$ cat src/rtl/alacc_pkg.sv
// ----------------------------------------------------------------------------
// alacc_pkg
// Shared widths, codes and controller/datapath interface types for the
// autocorrelation lag accumulator.
// ----------------------------------------------------------------------------
package alacc_pkg;

    // field widths
    localparam int SAMPLE_W = 16;
    localparam int LAG_W    = 6;
    localparam int PROD_W   = 32;
    localparam int SUM_W    = 64;
    localparam int CNT_W    = 32;
    localparam int TOT_W    = 48;

    // stream packing
    localparam int IN_DATA_W  = 24;   // sample + lag, padded to whole bytes
    localparam int OUT_DATA_W = SUM_W + CNT_W + TOT_W + CNT_W;

    // request kinds carried on tuser
    localparam logic CMD_SAMPLE = 1'b0;
    localparam logic CMD_READ   = 1'b1;

    // controller to datapath
    typedef struct packed {
        logic sample_acc;  // take a sample: ring write, totals, counters
        logic read_acc;    // take a read: launch lag sum read
        logic idx_clr;     // restart the shared index counter
        logic clr_wr;      // clear the lag sum at the index
        logic mac_issue;   // issue one multiply-accumulate at the index
        logic out_load;    // load the result register
    } t_cmd;

    // datapath to controller
    typedef struct packed {
        logic pass;        // this sample runs an accumulation pass
        logic idx_last;    // index is at its final entry
        logic pipe_busy;   // a MAC is still ahead of its write-back stage
        logic out_free;    // result register can take a new result
    } t_status;

endpackage

$ cat src/rtl/alacc_ctrl.sv
// ----------------------------------------------------------------------------
// alacc_ctrl
// Controller: sequences the reset clearing sweep, sample accumulation passes
// and lag reads, and drives the input handshake.
// ----------------------------------------------------------------------------
module alacc_ctrl
    import alacc_pkg::*;
(
    input  logic    i_clk,
    input  logic    i_rst_n,
    input  logic    i_s_tvalid,
    input  logic    i_s_tuser,
    output logic    o_s_tready,
    input  t_status i_status,
    output t_cmd    o_cmd
);

    typedef enum logic [2:0] {
        ST_CLR,
        ST_IDLE,
        ST_MAC,
        ST_DRAIN,
        ST_RD
    } t_state;

    t_state r_state;
    t_state n_state;
    logic   r_ready;
    logic   n_ready;
    logic   acc;

    assign o_s_tready = r_ready;
    assign acc        = r_ready && i_s_tvalid;

    // next state and commands
    always_comb begin
        n_state = r_state;
        o_cmd   = '0;
        case (r_state)
            ST_CLR: begin
                o_cmd.clr_wr = 1'b1;
                if (i_status.idx_last) begin
                    n_state = ST_IDLE;
                end
            end
            ST_IDLE: begin
                if (acc) begin
                    if (i_s_tuser == CMD_SAMPLE) begin
                        o_cmd.sample_acc = 1'b1;
                        o_cmd.idx_clr    = 1'b1;
                        if (i_status.pass) begin
                            n_state = ST_MAC;
                        end
                    end else begin
                        o_cmd.read_acc = 1'b1;
                        n_state        = ST_RD;
                    end
                end
            end
            ST_MAC: begin
                o_cmd.mac_issue = 1'b1;
                if (i_status.idx_last) begin
                    n_state = ST_DRAIN;
                end
            end
            ST_DRAIN: begin
                // last write-back lands at the end of this cycle
                if (!i_status.pipe_busy) begin
                    n_state = ST_IDLE;
                end
            end
            ST_RD: begin
                if (i_status.out_free) begin
                    o_cmd.out_load = 1'b1;
                    n_state        = ST_IDLE;
                end
            end
            default: begin
                n_state = ST_IDLE;
            end
        endcase
        n_ready = (n_state == ST_IDLE);
    end

    // state and registered ready
    always_ff @(posedge i_clk) begin
        if (!i_rst_n) begin
            r_state <= ST_CLR;
            r_ready <= 1'b0;
        end else begin
            r_state <= n_state;
            r_ready <= n_ready;
        end
    end

endmodule

$ cat config.mk
export PLATFORM = sky130hd
export DESIGN_NAME = alacc_ctrl
export DESIGN_NICKNAME = d
export VERILOG_FILES = /design/src/rtl/alacc_pkg.sv /design/src/rtl/alacc_ctrl.sv
export SDC_FILE = /design/constraint.sdc
export NUM_CORES = 1
export LEC_CHECK = 0
export BUFFER_PORTS_ARGS = -buffer_cell sky130_fd_sc_hd__buf_2
export CAP_MARGIN = 30
export CORE_AREA = 2 2 39 41
export DETAILED_ROUTE_END_ITERATION = 12
export DIE_AREA = 0 0 41 43
export PLACE_DENSITY = 0.49
export SLEW_MARGIN = 20
export SYNTH_ARGS = -nofsm -noshare
export SYNTH_HDL_FRONTEND = slang
export SYNTH_SLANG_ARGS = --single-unit
export TNS_END_PERCENT = 20
$ cat constraint.sdc
create_clock -name i_clk -period 2.1 [get_ports i_clk]
set_input_delay 0.105 -clock i_clk [delete_from_list [all_inputs] [get_ports i_clk]]
set_output_delay 0.105 -clock i_clk [all_outputs]
set_load 0.05 [all_outputs]
==> results.cfg, run 1 <==
[placement]
dp.final_hpwl_um = 463
port_buffers = 14
place_congestion = 0.631

[floorplan]
fp-row-count = 14
start_util = 0.182
io_pins = 15
die_y_um = 43
coreArea_um2 = 1380
die_x_um = 41
die_area_um2 = 1760

[route]
wl_met2_um = 278
wl_per_cell_um = 8.27
m1WireLength_um = 221
antenna_violating_nets_post_route = 0
viasPerCell = 4.08
wl_um = 529
wl_met3_um = 30
drc_errors = 0
drtIter0Drc = 0
drtPass1Iterations = 1
via_count = 261
top_layer = met3

[flow_run]
maxCapViolCount = 0

[synthesis]
yosys.area.top_type = dfxtp_1
syn_nets = 40
avgSynthCellArea_um2 = 7.86
yosysUniqueCellTypes = 20
synth_area_um2 = 251
synthCells = 32
synth-warning-count = 0
yosysSeqAreaShare = 0.318
ys_ff_latch = 4
synth_top_area_frac = 0.318
synth.area.top_cells = dfxtp_1 (32%), nor2_1 (7.5%), a221oi_2 (6.0%), nand2b_1 (5.0%), inv_1 (4.5%)

[critical_path]
startpoint_type = register
cp_num_buf_inv = 2
cp_data_required_time_ns = 2.00
reg2reg_slack_ns = 0.67
cp_data_arrival_time_ns = 1.67
cpPeakStageDelay_ns = 0.40
critPathMaxFanout = 8
slowest_stage = or3b_1
path_cells = or3b_1 -> or3_1 -> inv_1 -> buf_2
critPathTopFamily = simple AND/OR/NAND/NOR gates
path_class = register to primary output
end_kind = primary output

[final_layout]
diodes = 0
drive_gt1_frac = 0.417
num-fill-cells = 161
layout_commonest_cell = buf_2
layout_common_cells = buf_2 (14), nor2_1 (5), dfxtp_1 (4)
final_util = 0.258
seq_area_um2 = 80.1
area_growth_pct = 41.8
nets = 58
multi_input_area_um2 = 153

[clock_network]
clk_latency_ns = 0.23
cts-buffers-inserted = 3
ctsHoldBuffers = 0
cts_setup_buffers = 0
cts.reportedPaths.clkPinSlew_ns = 0.04
cts_resized = 0
cts_sinks = 4
cts-root-buf = clkbuf_4
h-tree-depth = 1
cts_tree = done
clockBufferDepth = 2

[timing]
worst_pin_slew_ns = 0.327
fmax_mhz = 565
hold_viol_final = 0
finalClockSkew_ns = 0.0000613
period_minus_slack_ns = 1.77
rsz0062_at_grt = no
final_max_slew_viol_count = 0
setup_tns_ns = 0
period_share = 0.844
finalSetupViolations = 0
relSlewSlack = 0.782

[grt]
grt_remaining_overflow = 0
grt_pass1_wl_um = 828
grt_pass1_vias = 251
antenna_found_initial = 0
grt_max_degree = 9
track_usage = 0.0731

[power]
powerDensity_nw_per_um2 = 721
power.leakage_uw = 0.000181
peakVddDrop_uv = 244
total_power_uw = 257

[hold_path]
hp-class = primary input to register

[run_status]
status = finished clean
## per-stage QoR
stage          std cells  setup slack [ns]  instance area (um2)  hold slack, ns
2_1_floorplan         32             0.208                  251           0.227
3_3_place_gp          61             0.585                  334           0.382
3_5_place_dp          61             0.567                  334           0.377
4_1_cts               64             0.311                  357           0.132
5_1_grt               64             0.259                  357           0.141
6_report              64             0.329                  357           0.137
## layout make-up
type                       instances  area share
sequential                         4       0.225
clock buffer                       3      0.0632
timing repair buffer              14       0.196
multi-input combinational         24       0.428
tap                               16      0.0561
inverter                           3      0.0316
## report_power, final
part	switching (uW)	internal (uW)	total (uW)
sequential	6.16	83.0	89.2
clock	30.2	63.8	94.0
combinational	48.4	25.3	73.8
## worst paths after layout
path         cells after the start       start         end
max reg2reg                      3  r_state[2]  r_state[2]
max                              4  r_state[2]    o_cmd[4]
min                              2     i_rst_n  r_state[1]
min reg2reg                      1  r_state[2]  r_state[2]
## cell families after synthesis
| family | Yosys count | synth area share |
|---|---|---|
| flip-flops | 4 | 0.318 |
| AND/OR/NAND/NOR | 18 | 0.383 |
| AO/OA/AOI/OAI | 5 | 0.179 |
| buffers and inverters | 4 | 0.0746 |
| multiplexers | 1 | 0.0448 |
## Yosys cell counts
cell      count
dfxtp_1       4
o221ai_1      1
or2_2         1
mux2_2        1
nor2b_1       1
nand2b_1      2
and2_1        1
nor3b_1       1
o211ai_1      1
nand3_1       1
or3b_1        1
a21oi_1       1
buf_4         1
inv_1         3
o32ai_1       1
a221oi_2      1
nor2_1        5
nand2_1       3
or3_1         1
or2b_1        1
## routing by layer
metal	GRT usage	vias up
met5	0	-
met4	0.0600	0
met3	0.0419	0
met2	0.109	4
met1	0.0671	115
li1	-	142
## state kept, by name, summed over array words and instances (netlist names)
register    count
o_s_tready      1
r_state         3
No activity file was read; power rests on OpenSTA's default activity.
==> run 2: changes to the inputs <==
--- a/config.mk
+++ b/config.mk
@@ -5,12 +5,13 @@
 export SDC_FILE = /design/constraint.sdc
 export NUM_CORES = 1
 export LEC_CHECK = 0
+export ABC_AREA = 1
 export BUFFER_PORTS_ARGS = -buffer_cell sky130_fd_sc_hd__buf_2
 export CAP_MARGIN = 30
 export CORE_AREA = 2 2 39 41
 export DETAILED_ROUTE_END_ITERATION = 12
 export DIE_AREA = 0 0 41 43
-export PLACE_DENSITY = 0.49
+export PLACE_DENSITY = 0.52
 export SLEW_MARGIN = 20
 export SYNTH_ARGS = -nofsm -noshare
 export SYNTH_HDL_FRONTEND = slang
==> constraint.sdc (replaced) <==
create_clock -name i_clk -period 1.55 [get_ports i_clk]
set_input_delay 0.0775 -clock i_clk [delete_from_list [all_inputs] [get_ports i_clk]]
set_output_delay 0.0775 -clock i_clk [all_outputs]
set_load 0.05 [all_outputs]
==> run 2 against run 1 <==
Clock skew increased by 0.0024 ns; worst hold slack worse by 0.032 ns; cell count up 11%; first-iteration DRC count rose by 8; largest cell class unchanged; synthesized cell count rose by 25%.
==> results.cfg, run 2 <==
[critical_path]
cp_data_arrival_time_ns = 1.37
rr_worst_depth = 7
r2r_end = r_state[0]
reg2reg_slack_ns = 0.43
cp_data_required_time_ns = 1.47
crit_path_start = r_state[2]
end_kind = primary output
startpoint_type = register
critPathMaxFanout = 8
path_class = register to primary output
endpoint = o_cmd[5]
reg2reg_from = r_state[2]

[grt]
track_usage = 0.0894
grt_pass1_wl_mm = 1.03
grt_max_degree = 9
grtUsageMet2 = 0.125
busiest_layer = met2
grt_pass1_vias = 274
grt_util_met1 = 0.100
grt_util_met3 = 0.0471
antenna_found_initial = 0
grt_remaining_overflow = 0

[timing]
holdWs_ns = 0.106
period_minus_slack_ns = 1.44
worst_pin_slew_ns = 0.300
fmax_mhz = 693
hold_viol_final = 0
relSlewSlack = 0.800
finalClockSkew_ns = 0.00247
rsz0062_at_grt = yes
final_max_slew_viol_count = 0
period_share = 0.931
finalSetupViolations = 0

[final_layout]
multi_input_area_um2 = 166
instances_no_fill = 71
layout_commonest_cell = buf_2
num-fill-cells = 162
layout_common_cells = buf_2 (12), nand2_1 (10), inv_1 (6), clkbuf_4 (5)
diodes = 0
area_growth_pct = 46.0
largest_register = r_state
nets = 65
largest_reg_flops = 3
seq_area_um2 = 82.6
drive_gt1_frac = 0.455

[placement]
placed_cells = 68
dp.final_hpwl_um = 492
port_buffers = 14
place_congestion = 0.692

[synthesis]
synth_edf_count = 0
syn_nets = 48
synth_area_um2 = 269
avgSynthCellArea_um2 = 6.73
ys.flop_type = dfxtp_1
synth-warning-count = 0
synth_most_common_cell = nand2_1
ys_ff_latch = 4
yosysUniqueCellTypes = 17
yosys-top-cells-count = nand2_1 (10), inv_1 (6), dfxtp_1 (4), nor3_1 (3)
async_reset_ff_frac = 0
synth_top_area_frac = 0.298
synthCells = 40
synth.area.top_cells = dfxtp_1 (30%), nand2_1 (14%), inv_1 (8.4%), nor3_4 (6.0%), nor3_1 (5.6%)
yosys.area.top_type = dfxtp_1
yosysSeqAreaShare = 0.298

[run_status]
status = finished clean

[floorplan]
io_pins = 15
start_util = 0.194
die_y_um = 43
die_area_um2 = 1760
fp-row-count = 14
die_x_um = 41
coreArea_um2 = 1380

[clock_network]
h-tree-depth = 1
cts_tree = done
cts-buffers-inserted = 3
clockBufferDepth = 2
cts_sinks = 4
cts-root-buf = clkbuf_4
cts.reportedPaths.clkPinSlew_ns = 0.04
clk_latency_ns = 0.23
ctsHoldBuffers = 0

[power]
peakVddDrop_uv = 328
power.leakage_uw = 0.000214
powerDensity_nw_per_um2 = 835

[route]
via_count = 294
drtIter0Drc = 8
wl_per_cell_um = 8.82
viasPerCell = 4.14
antenna_violating_nets_post_route = 0
wl_um = 626
drtPass1Iterations = 4
drc_errors = 0

[flow_run]
maxCapViolCount = 0

[hold_path]
hp-class = primary input to register
==> run 2: cell type report <==
cell class                 count  area share
clock buffer                   3      0.0573
multi-input combinational     27       0.424
timing repair buffer          14       0.191
sequential                     4       0.210
inverter                       7      0.0669
tap                           16      0.0510
==> run 2: kinds of logic (layout without fill, tap and decap cells) <==
| kind of cell | count (synthesis) | in the layout | synth area share |
|---|---|---|---|
| compound gates | 4 | 4 | 0.102 |
| buf+inv | 9 | 24 | 0.144 |
| flops | 4 | 4 | 0.298 |
| simple gates | 23 | 23 | 0.456 |
==> run 2: routing by layer <==
metal / vias to the layer above / part of all wire / wire length [um]
met5: - / 0 / 0
met4: 0 / 0.014 / 9
met3: 2 / 0.072 / 45
met2: 7 / 0.50 / 312
met1: 125 / 0.41 / 258
li1: 160 / - / -
==> run 2: stage by stage <==
step	worst slack [ns]	util	TNS (ns)	instance area [um2]	total power (uW)
finish	0.107	0.284	0	393	328
global route	-0.00686	0.284	-0.0132	393	350
CTS	0.0126	0.279	0	387	334
detailed placement	0.260	0.263	0	364	202
global placement	0.291	0.263	0	364	202
floorplan	-0.108	-	-0.229	287	179
==> run 2: worst min-delay path by stage <==
stage                 endpoint  slack (ns)  cells after the start     from
floorplan           r_state[0]        0.21                      2  i_rst_n
global placement    r_state[0]        0.34                      3  i_rst_n
detailed placement  r_state[0]        0.34                      3  i_rst_n
CTS                 r_state[0]        0.11                      3  i_rst_n
global route        r_state[2]        0.12                      2  i_rst_n
finish              r_state[0]        0.11                      3  i_rst_n
==> run 2: worst max-delay path, cell delays in order, from the launching register on <==
cell      delay, ns
dfxtp_1        0.38
nor3_4         0.27
nor3b_4        0.22
clkbuf_4       0.25
==> run 2: repair_timing <==
item | 4_1_cts | 5_1_grt
buffers inserted | 0 | 0
endpoints found under the hold margin | 0 | 0
gates resized for setup | 0 | 3
setup endpoints to repair | 0 | 3
==> run 2: where the power goes <==
part | switching, uW | internal [uW]
Clock | 40.7 | 86.5
Combinational | 55.4 | 26.5
Sequential | 8.00 | 111
Total | 104 | 224
